**src/hdl/bcpe_pkg.sv**
```systemverilog
package bcpe_pkg;

	localparam int MAX_POINTS = 8;
	localparam int T_BITS = 16;
	localparam int COORD_W = 32;
	localparam int AXES = 3;
	localparam int PC_W = 4;
	localparam int IDX_W = $clog2(MAX_POINTS);
	localparam int LEN_W = $clog2(MAX_POINTS + 1);

	localparam logic [PC_W-1:0] PC_RESET = PC_W'(4);

	localparam logic KIND_LOAD = 1'b0;
	localparam logic KIND_EVAL = 1'b1;

	// Axis 0 is x, axis 1 is y, axis 2 is z.
	typedef logic [AXES-1:0][COORD_W-1:0] coord_vec_t;

	typedef struct packed {
		logic             idle;
		logic             step;
		logic             last;
		logic [IDX_W-1:0] wr_idx;
		logic             done;
	} ctrl_t;

endpackage

```
**src/hdl/bcpe_lerp.sv**
```systemverilog
module bcpe_lerp (
	input  bcpe_pkg::coord_vec_t          p,
	input  bcpe_pkg::coord_vec_t          q,
	input  logic [bcpe_pkg::T_BITS-1:0]   t,
	output bcpe_pkg::coord_vec_t          res
);

	localparam int CW = bcpe_pkg::COORD_W;
	localparam int TW = bcpe_pkg::T_BITS;
	localparam int PROD_W = CW + TW + 2;
	localparam int SUM_W = PROD_W - TW;

	logic signed [CW:0]       diff_v [bcpe_pkg::AXES];
	logic signed [PROD_W-1:0] prod_v [bcpe_pkg::AXES];
	logic signed [SUM_W-1:0]  sum_v  [bcpe_pkg::AXES];
	logic signed [TW:0]       t_s;

	assign t_s = signed'({1'b0, t});

	// The arithmetic right shift of the product is the floor of the quotient,
	// and the sum always lies between p and q, so it fits the coordinate width.
	always_comb begin
		for (int a = 0; a < bcpe_pkg::AXES; a++) begin
			diff_v[a] = signed'({q[a][CW-1], q[a]}) - signed'({p[a][CW-1], p[a]});
			prod_v[a] = diff_v[a] * t_s;
			sum_v[a] = prod_v[a][PROD_W-1:TW]
				+ signed'({{(SUM_W - CW){p[a][CW-1]}}, p[a]});
			res[a] = sum_v[a][CW-1:0];
		end
	end

endmodule

```
**config.mk**
```make
export PLATFORM = sky130hd
export DESIGN_NAME = bcpe_lerp
export DESIGN_NICKNAME = d
export VERILOG_FILES = /design/src/hdl/bcpe_pkg.sv /design/src/hdl/bcpe_lerp.sv
export SDC_FILE = /design/constraint.sdc
export NUM_CORES = 2
export LEC_CHECK = 0
export BUFFER_PORTS_ARGS = -buffer_cell sky130_fd_sc_hd__buf_2
export CAP_MARGIN = 25
export CORE_MARGIN = 2
export CORE_UTILIZATION = 30
export DETAILED_ROUTE_END_ITERATION = 12
export SLEW_MARGIN = 20
export SYNTH_ARGS = -nofsm -noshare
export SYNTH_HDL_FRONTEND = slang
export SYNTH_SLANG_ARGS = --single-unit
```
**constraint.sdc**
```tcl
create_clock -name vclk -period 22
set_input_delay 0 -clock vclk [all_inputs]
set_output_delay 0 -clock vclk [all_outputs]
set_load 0.05 [all_outputs]
```
==> impl_metrics.py <==
metrics = {
    "synthesis": {
        "avgSynthCellArea_sq_um": 8.54,
        "synth_top_area_share_pct": 47.8,
        "yosysTopAreaCell": "fa_1",
        "syn_inst": 7232,
        "synth_common_cells": "inv_1 (1902), fa_1 (1473), nand2_1 (880)",
        "synth_seq_area_share_pct": 0,
        "yosys-top-cells-area": "fa_1 (48%), inv_1 (12%), ha_1 (11%)",
        "ys_warn_count": 0,
        "syn_area_sq_um": 61700,
        "synth_cell_types": 79,
        "synth_most_common_cell": "inv_1",
        "syn_nets": 9450,
    },
    "timing": {
        "whs_ps": 471,
        "period_needed_ps": 12480,
        "relSlewSlack_pct": 26.3,
        "drv_slew": 0,
        "final.period_utilization_pct": 56.7,
        "worstMarginPinSlew_ps": 1100,
        "setup_viol": 0,
        "fmaxAchievable_mhz": 80.1,
        "tns_ps": 0,
        "rsz0062_at_grt": "no",
        "hold_viol": 0,
    },
    "layout": {
        "areaGrowthSynthToFinish_pct": 8.34,
        "final_cells": 10100,
        "seq_cells": 0,
        "num-clock-buffers": 0,
        "final_nets": 9595,
        "layout-drive-gt1-share_pct": 7.01,
        "seq_area_sq_um": 0,
        "design_area_sq_um": 66900,
    },
    "drt": {
        "post_drt_via_cell_ratio": 4.67,
        "drcViolationCount": 0,
        "routed_wl_microns": 171000,
        "vias": 47000,
        "drt_pass1_iterations": 6,
        "avgRoutedWirePerCell_microns": 17.0,
        "drt-initial-drc-count": 2480,
        "postRouteAntennaNets": 0,
    },
    "critical_path": {
        "cp_data_arrival_time_ps": 12480,
        "max_stage_delay_ps": 540,
        "cp.required_ps": 22000,
        "path_buf_inv": 7,
        "crit_path_end_kind": "output port",
        "startpoint_type": "input pin",
        "cp_top_family": "compound AO/OA/AOI/OAI gates",
        "crit_type": "in -> out",
        "cp_slowest_cell": "a31oi_1",
        "critPathMaxFanout": 16,
    },
    "floorplan": {
        "core.rowCount": 166,
        "core-area_sq_um": 205000,
        "fp.dieW_microns": 458,
        "ios": 304,
        "die_area_sq_um": 209000,
        "die_y_microns": 458,
        "initial_core_util_pct": 30.2,
    },
    "run": {
        "maxCapViolations": 0,
    },
    "hold_path": {
        "min_to": "res[64]",
        "min_from": "p[64]",
        "min_path_cells": 3,
        "min_path_type": "in -> out",
    },
    "status": {
        "status": "finished clean",
    },
    "grt": {
        "grt_overflow_total": 0,
        "antenna_found_initial": 6,
        "grt_use_total_pct": 16.5,
        "grt_pass1_wl_microns": 278000,
        "grt_pass1_vias": 51700,
        "grt_max_degree": 59,
    },
    "place": {
        "gp_congestion": 0.845,
        "portBuffers": 304,
        "dp.cells": 10100,
        "dp_hpwl_microns": 135000,
        "post_dp_cell_area_sq_um": 66900,
    },
    "clock_tree": {
        "cts_hold_buf": 0,
        "ctsResizeCount": 0,
        "post_cts_buffers": 0,
    },
}
## worst max path at each step
stage                     endpoint  startpoint  cells past startpoint
final                      res[28]        p[1]                     51
after global routing       res[28]        p[1]                     51
after CTS                  res[28]        p[1]                     51
after detailed placement   res[28]        p[1]                     51
after global placement     res[28]        p[1]                     51
after floorplan            res[31]        p[1]                     49
## cells by family after synthesis
group,synth area share [%]
buffers and inverters,13.3
AND/OR/NAND/NOR,17.1
XOR/XNOR,4.03
multiplexers,0.276
adder cells (fa/ha/maj),58.7
AO/OA/AOI/OAI,6.69
## area by class of cell
type | instances | area, sq um
repair buffers | 424 | 2470
inverters | 1902 | 7140
well taps | 2688 | 3360
multi-input cells | 5049 | 53900
fillers | 21400 | 138000
diodes | 1 | 2.50
## metrics by stage
stage | util, % | setup WS (ps)
final | 32.7 | 9520
after detailed placement | 32.7 | 9540
after floorplan | - | 10920
after global placement | 32.7 | 9490
after global routing | 32.7 | 8530
after CTS | 32.7 | 9460
## cell usage in the layout (no fill, tap or decap), types with 5 or more instances in the layout
cell type  count
a31oi_1       21
o21ai_0      107
or3_1         14
and3_1        20
nor3_1        50
xor2_1        60
and4_1         5
o21a_1        55
ha_1         537
o211ai_1      14
or2_2         11
nand3_1       34
buf_2        293
buf_4        127
nor2_1       176
nand2_1      880
mux2_2         8
o21bai_1      22
xnor2_1      168
xnor2_2       37
a21o_1       109
a211o_1        6
a2111oi_0      6
a221oi_1       5
nand2b_1      76
nand4_1       21
inv_1       1902
fa_1        1473
xor2_2        11
and2_1       707
o31ai_1        8
a21boi_0       7
nor2b_1       98
a21oi_1      184
mux2i_1        8
a211oi_1      13
## metal layers
metal	wire length [microns]	global-route usage [%]	share of wire, %	vias up
met2	85600	29.5	50	1343
met3	9200	1.37	5.4	176
met1	73300	21.9	43	24000
met4	2860	2.65	1.7	0
met5	0	0	0	-
li1	-	-	-	21400
Power is left out: the tool's default activity adds up to more than one toggle a clock period on the data nets, which glitch-free logic cannot reach.
