--- src/hdl/bcpe_pkg.sv ---
package bcpe_pkg;

	localparam int MAX_POINTS = 8;
	localparam int T_BITS = 16;
	localparam int COORD_W = 32;
	localparam int AXES = 3;
	localparam int PC_W = 4;
	localparam int IDX_W = $clog2(MAX_POINTS);
	localparam int LEN_W = $clog2(MAX_POINTS + 1);

	localparam logic [PC_W-1:0] PC_RESET = PC_W'(4);

	localparam logic KIND_LOAD = 1'b0;
	localparam logic KIND_EVAL = 1'b1;

	// Axis 0 is x, axis 1 is y, axis 2 is z.
	typedef logic [AXES-1:0][COORD_W-1:0] coord_vec_t;

	typedef struct packed {
		logic             idle;
		logic             step;
		logic             last;
		logic [IDX_W-1:0] wr_idx;
		logic             done;
	} ctrl_t;

endpackage

--- src/hdl/bcpe_ctrl.sv ---
module bcpe_ctrl (
	input  logic                         clk,
	input  logic                         arst_n,
	input  logic                         start,
	input  logic [bcpe_pkg::LEN_W-1:0]   n_pts,
	input  logic                         out_free,
	output bcpe_pkg::ctrl_t              ctrl
);

	localparam int LW = bcpe_pkg::LEN_W;
	localparam int IW = bcpe_pkg::IDX_W;

	localparam logic [1:0] ST_IDLE = 2'd0;
	localparam logic [1:0] ST_RUN  = 2'd1;
	localparam logic [1:0] ST_DONE = 2'd2;

	logic [1:0]    state_q;
	logic [LW-1:0] len_q;
	logic [IW-1:0] cnt_q;
	logic          last;

	// A pass over len_q points takes len_q-1 interpolations.
	assign last = (state_q == ST_RUN) && (LW'(cnt_q) == len_q - LW'(2));

	assign ctrl.idle = (state_q == ST_IDLE);
	assign ctrl.step = (state_q == ST_RUN);
	assign ctrl.last = last;
	assign ctrl.wr_idx = last ? IW'(len_q - LW'(2)) : IW'(len_q - LW'(1));
	assign ctrl.done = (state_q == ST_DONE);

	always_ff @(posedge clk or negedge arst_n) begin
		if (!arst_n) begin
			state_q <= ST_IDLE;
			len_q <= '0;
			cnt_q <= '0;
		end else begin
			case (state_q)
				ST_IDLE: begin
					if (start) begin
						len_q <= n_pts;
						cnt_q <= '0;
						state_q <= ST_RUN;
					end
				end
				ST_RUN: begin
					if (last) begin
						len_q <= len_q - LW'(1);
						cnt_q <= '0;
						if (len_q == LW'(2)) begin
							state_q <= ST_DONE;
						end
					end else begin
						cnt_q <= cnt_q + IW'(1);
					end
				end
				ST_DONE: begin
					if (out_free) begin
						state_q <= ST_IDLE;
					end
				end
				default: begin
					state_q <= ST_IDLE;
				end
			endcase
		end
	end

	a_len_range: assert property (@(posedge clk) disable iff (!arst_n)
		state_q == ST_RUN |-> len_q >= LW'(2) && len_q <= LW'(bcpe_pkg::MAX_POINTS))
		else $error("point count out of range during reduction");

	a_cnt_bound: assert property (@(posedge clk) disable iff (!arst_n)
		state_q == ST_RUN |-> LW'(cnt_q) <= len_q - LW'(2))
		else $error("interpolation counter ran past the end of a pass");

	a_start_run: assert property (@(posedge clk) disable iff (!arst_n)
		state_q == ST_IDLE && start |=> state_q == ST_RUN)
		else $error("evaluation did not start");

	a_done_pass: assert property (@(posedge clk) disable iff (!arst_n)
		state_q == ST_RUN && last && len_q == LW'(2) |=> state_q == ST_DONE)
		else $error("final pass did not finish the evaluation");

endmodule

--- config.mk ---
export PLATFORM = sky130hd
export DESIGN_NAME = bcpe_ctrl
export DESIGN_NICKNAME = d
export VERILOG_FILES = /design/src/hdl/bcpe_pkg.sv /design/src/hdl/bcpe_ctrl.sv
export SDC_FILE = /design/constraint.sdc
export NUM_CORES = 1
export LEC_CHECK = 0
export ABC_AREA = 1
export BUFFER_PORTS_ARGS = -buffer_cell sky130_fd_sc_hd__buf_4
export CORE_UTILIZATION = 30
export DETAILED_ROUTE_END_ITERATION = 16
export SLEW_MARGIN = 20
export SYNTH_ARGS = -nofsm -noshare
export SYNTH_HDL_FRONTEND = slang
export SYNTH_SLANG_ARGS = --single-unit
--- constraint.sdc ---
create_clock -name clk -period 2 [get_ports clk]
set_input_delay 0.2 -clock clk [delete_from_list [all_inputs] [get_ports clk]]
set_output_delay 0.2 -clock clk [all_outputs]
set_load 0.01 [all_outputs]
==> results of run 1 <==
==> cells in the mapped netlist <==
master / instances
dfrtp_1: 9
a21oi_1: 1
nand2_1: 46
nand2_2: 1
clkinv_4: 1
nor2_2: 2
nor3_1: 1
ha_1: 5
xnor2_1: 1
o21ai_0: 6
xor2_1: 1
inv_2: 4
buf_4: 1
inv_1: 9
o21ai_2: 2
buf_6: 1
nand3_1: 8
nand3_2: 1
nor2_1: 3
==> worst min-delay path, cell delays in order <==
cell     delay [ns]
buf_4          0.08
inv_1          0.03
nand2_1        0.07
nand2_1        0.05
==> final timing paths <==
| path | slack (ns) | endpoint | depth (start not counted) | start |
|---|---|---|---|---|
| worst max-delay path | 0.09 | ctrl[3] | 10 | len_q[2]$_DFFE_PN0P_ |
| worst min-delay path | 0.19 | state_q[1]$_DFFE_PN0P_ | 4 | out_free |
| worst max register to register | 0.36 | len_q[0]$_DFFE_PN0P_ | 11 | len_q[2]$_DFFE_PN0P_ |
| worst min register to register | 0.55 | cnt_q[0]$_DFFE_PN0P_ | 1 | cnt_q[0]$_DFFE_PN0P_ |
| max in group asynchronous | 1.57 | state_q[0]$_DFFE_PN0P_ | 2 | arst_n |
| min in group asynchronous | 0.29 | len_q[2]$_DFFE_PN0P_ | 2 | arst_n |
==> layer usage <==
layer	global-route usage, %	up-vias	share of wire [%]
met4	8.57	0	1.9
met3	4.94	4	5.3
met2	21.3	21	47
met1	17.4	326	46
met5	0	-	0
li1	-	372	-
==> logic make-up after synthesis <==
kind of cell             synth area share (%)
XOR/XNOR                                 2.53
buffers and inverters                    11.0
flip-flops                               32.6
adder cells (fa/ha/maj)                  9.04
AND/OR/NAND/NOR                          37.3
AO/OA/AOI/OAI                            7.59
==> repair_timing <==
action,in CTS,in global routing
buffers inserted,4,3
hold buffers,1,0
setup endpoints to repair,4,3
hold endpoints to repair,9,0
gates cloned,1,0
gates resized for setup,4,10
pin swaps,2,6
==> layout make-up <==
class / count / area (sq um)
fill: 206 / 1220
multi-input combinational: 79 / 453
sequential: 9 / 225
timing repair buffer: 22 / 171
inverter: 14 / 57.6
tap: 28 / 35.0
clock buffer: 4 / 26.3
==> metrics by stage <==
stage                     util, %  instance area [sq um]  power, mW
after floorplan                 -                    692      0.186
after global placement       37.1                    813      0.200
after detailed placement     37.1                    813      0.201
after CTS                    41.9                    917      0.351
after global routing         44.2                    968      0.364
final                        44.2                    968      0.344
==> registers in the layout, indices dropped and copies added (netlist names) <==
register	count
cnt_q	3
len_q	4
state_q	2
==> where the power goes <==
group          internal, mW  switching, mW
logic                0.0100        0.00617
registers             0.182              0
clock network        0.0772         0.0687
==> run metrics, run 1 <==
synth top area cells dfrtp_1 (33%), nand2_1 (25%), ha_1 (9.0%), nand3_1 (5.8%), inv_1 (4.9%); vias in the first global route 600; # IOs 15; row count 17; CP max stage delay 0.37 ns; register area share after synthesis 32.5%; core area 2190 sq um; Startpoint Class flip-flop; normalized max-slew margin 75.4%; routability cong. 0.859; H-tree Lvls 1; status finished, final reports clean; CTS sink cnt 9; Final Worst Setup Slack 0.0868 ns; Avg Synthesized Cell Area 6.72 sq um; leakage power 0.497 nW; flop and latch count out of synthesis 9; clock skew 0.00208 ns; Max IR drop VDD 0.285 mV; clock tree root driver cell clkbuf_4; post-synth top area cell dfrtp_1; antenna violations before repair 0; fin crit period 1.91 ns; Largest delay share family, worst path simple AND/OR/NAND/NOR gates; max-cap viol count 0; Total Neg Setup Slack 0 ns; Synthesized Nets 116; Worst setup EP type output port; top-area cell type share of the netlist area 32.5%; diodes inserted 0; Fmax 523 MHz; CP Buf/Inv Count 3; HP Class input port to flip-flop; Placed Instances 143; total grt overflow 0; Mapped Area 692 sq um; post-place setup slack 0.0919 ns; Routed WL 1690 um; CP Class flip-flop to output port; CTS Buffer Depth 2; fin cells 156; ANT nets after route 0; Die Width 50.0 um; Tot GR Track Use 14.3%; port bufs 14; clock slew seen by the registers of the worst setup and hold paths 0.06 ns; synthesized instance count 103; hpwl dp 1130 um; Critical Path RT 1.80 ns; Yosys Warn Count 0; First-pass DRT Iterations 4; CTS buffer count 3; global-route wire length before repair 2560 um; actual slew at the worst max-slew pin 0.365 ns; routed vias/inst 4.63; wire length per cell 10.8 um; Yosys cell types 19; most common cell after layout, fill and taps aside nand2_1; Die ar. 2500 sq um; Area Growth Syn to Fin 40.0%; Die Height 50.0 um; Fin. Hold Viols 0; NumNets Final 142; Initial Utilization 31.6%; clock latency on the worst-skew pair 0.27 ns; Crit-path slowest cell dfrtp_1; CTS tree yes; Worst Path Max Fanout 6; Worst EP arrival 1.71 ns; max-slew violation count 0; Setup Viol. Count Final 0; pwr/cell area 355 nW/um^2; Residual DRC 0; Iter 0 DRT Violations 14; largest net degree at the start of global routing 10; CP cell instances inv_2, ha_4, inv_2, nand2_2, nand2_2, nor2_4, nand3_4, nand2_1, o21ai_2, buf_4; most frequent cells in the layout nand2_1 (40), buf_4 (20), dfrtp_1 (9), nand3_1 (8); WHS 0.192 ns; fraction of layout cells with a size suffix above 1 35.9%; via count 723; part of the cycle the worst path needs 95.7%
Note: power is estimated with default switching activity, not from simulation.
==> run 2, diff against run 1 <==
- CTS_BUF_LIST: unset -> sky130_fd_sc_hd__clkbuf_16
==> run 2 against run 1 <==
Compared with the run above: global-route usage rose by 0.13 points; clock skew grew 0.00088 ns; flip-flop and latch count unchanged; die area unchanged; core utilization grew 1.1 points; final cell count fell by 0.64%; register-to-register slack is essentially flat; sequential power about the same; cell area up 2.6%; power rose by 61%; critical path depth increased by 1; critical endpoint is now ctrl[1]; largest cell class unchanged.
==> run metrics, run 2 (synthesis gave the netlist of run 1 again) <==
status finished, final reports clean; Regs by FF count len_q x4, cnt_q x3, state_q x2; Initial Utilization 31.6%; power share of the clock group 64.1%; Startpoint Class flip-flop; Max IR drop VDD 0.490 mV; ANT nets after route 0; global-route wire length before repair 2490 um; via count 694; clock tree root driver cell clkbuf_16; actual slew at the worst max-slew pin 0.363 ns; HP Class input port to flip-flop; Critical Path RT 1.80 ns; Comb power frac 2.9%; largest net degree at the start of global routing 10; hold path start out_free; CTS sink cnt 9; Die Width 50.0 um; number of flip-flops in the largest register 4; Internal Power 455 uW; # IOs 15; pwr/cell area 559 nW/um^2; normalized max-slew margin 75.5%; H-tree Lvls 1; Worst setup EP type output port; FF-to-FF Start len_q[2]$_DFFE_PN0P_; First-pass DRT Iterations 4; wire length per cell 10.8 um; clock latency on the worst-skew pair 0.24 ns; most frequent cells in the layout nand2_1 (44), buf_4 (19), dfrtp_1 (9), inv_1 (8), nand3_1 (8); Area Growth Syn to Fin 43.6%; Hold Crit Depth 4; R2R cell count 11; part of the cycle the worst path needs 95.2%; total net switching power 101 uW; total grt overflow 0; Hold Crit Endpoint state_q[1]$_DFFE_PN0P_; Worst Path Max Fanout 6; Tot GR Track Use 14.4%; leakage power 0.518 nW; Routed WL 1670 um; core area 2190 sq um; routability cong. 0.859; fraction of layout cells with a size suffix above 1 32.3%; port bufs 14; row count 17; CTS buffer count 3; r2r setup slk 0.35 ns; Final Worst Setup Slack 0.0959 ns; sequential power share 32.9%; max-slew violation count 0; hpwl dp 1130 um; NumNets Final 141; clock slew seen by the registers of the worst setup and hold paths 0.04 ns; worst r2r dst len_q[0]$_DFFE_PN0P_; Residual DRC 0; post-place setup slack 0.0919 ns; most common cell after layout, fill and taps aside nand2_1; fin crit period 1.90 ns; Fmax 525 MHz; Setup Viol. Count Final 0; routed vias/inst 4.48; register bank with the most flops len_q; clock skew 0.00296 ns; Die ar. 2500 sq um; vias in the first global route 583; max-cap viol count 0; Switching Share 18.1%; antenna violations before repair 0; Iter 0 DRT Violations 13; CTS tree yes; Die Height 50.0 um; Fin. Hold Viols 0; CP Class flip-flop to output port; diodes inserted 0; Tot Pwr 555 uW; CTS Buffer Depth 2; Worst EP arrival 1.70 ns
run 2: cell count changes in the layout (fill, tap and decap cells not counted):
cell       previous run  this run
buf_4                20        19
nand2_2               7         3
clkbuf_4              3         0
nand2_1              40        44
clkbuf_1              1         0
inv_1                 7         8
ha_2                  0         1
clkbuf_16             0         3
ha_4                  2         1
run 2: metal layers:
layer,up-vias,part of all wire [%],track usage (%)
li1,369,-,-
met1,303,47,16.9
met2,17,45,20.4
met3,5,5.3,6.17
met4,0,2.6,11.0
met5,-,0,0
run 2: area by class of cell:
class,instances,area [sq um]
Clock inverter,1,3.75
Clock buffer,3,75.1
Inverter,14,57.6
Multi-Input combinational cell,79,433
Sequential cell,9,225
Tap cell,28,35.0
Timing Repair Buffer,21,164
Fill cell,210,1200
run 2: repair_timing:
item,4_1_cts,5_1_grt
pin swaps,0,5
buffers inserted,2,4
gates cloned,1,0
endpoints found under the setup margin,4,3
hold buffers,1,0
hold endpoints to repair,9,0
resized for setup,5,4
run 2: critical path, cell delays in order (launching register included):
cell      delay, ns
dfrtp_1        0.39
inv_2          0.11
ha_2           0.22
inv_1          0.04
nand2_1        0.05
nand2_1        0.08
nor2_4         0.13
nand3_4        0.14
clkinv_4       0.08
nand2_1        0.04
nand2_1        0.08
buf_6          0.10
run 2: stage by stage:
step | util (%) | instance area (sq um) | instances | hold WS (ns) | setup TNS (ns)
final | 45.3 | 993 | 155 | 0.223 | 0
after global placement | 37.1 | 813 | 143 | 0.0346 | 0
after CTS | 43.6 | 955 | 151 | 0.224 | 0
after floorplan | - | 692 | 103 | -0.0956 | 0
after detailed placement | 37.1 | 813 | 143 | 0.0354 | 0
after global routing | 45.3 | 993 | 155 | 0.248 | -0.0203
run 2: how the worst max path moves through the flow:
| stage | cells past startpoint | endpoint | slack, ns | from |
|---|---|---|---|---|
| 2_1_floorplan | 11 | ctrl[1] | 0.38 | len_q[1]$_DFFE_PN0P_ |
| 3_3_place_gp | 10 | ctrl[3] | 0.14 | len_q[1]$_DFFE_PN0P_ |
| 3_5_place_dp | 10 | ctrl[3] | 0.09 | len_q[1]$_DFFE_PN0P_ |
| 4_1_cts | 11 | ctrl[1] | 0.04 | len_q[2]$_DFFE_PN0P_ |
| 5_1_grt | 11 | ctrl[1] | -0.02 | len_q[2]$_DFFE_PN0P_ |
| 6_report | 11 | ctrl[1] | 0.1 | len_q[2]$_DFFE_PN0P_ |
run 2: power by group through the flow:
stage / clock (mW) / sequential (mW) / combinational [mW]
6_report: 0.356 / 0.183 / 0.0162
5_1_grt: 0.377 / 0.183 / 0.0177
4_1_cts: 0.365 / 0.183 / 0.0166
3_5_place_dp: 0 / 0.185 / 0.0151
3_3_place_gp: 0 / 0.185 / 0.0148
2_1_floorplan: 0 / 0.185 / 0.000381
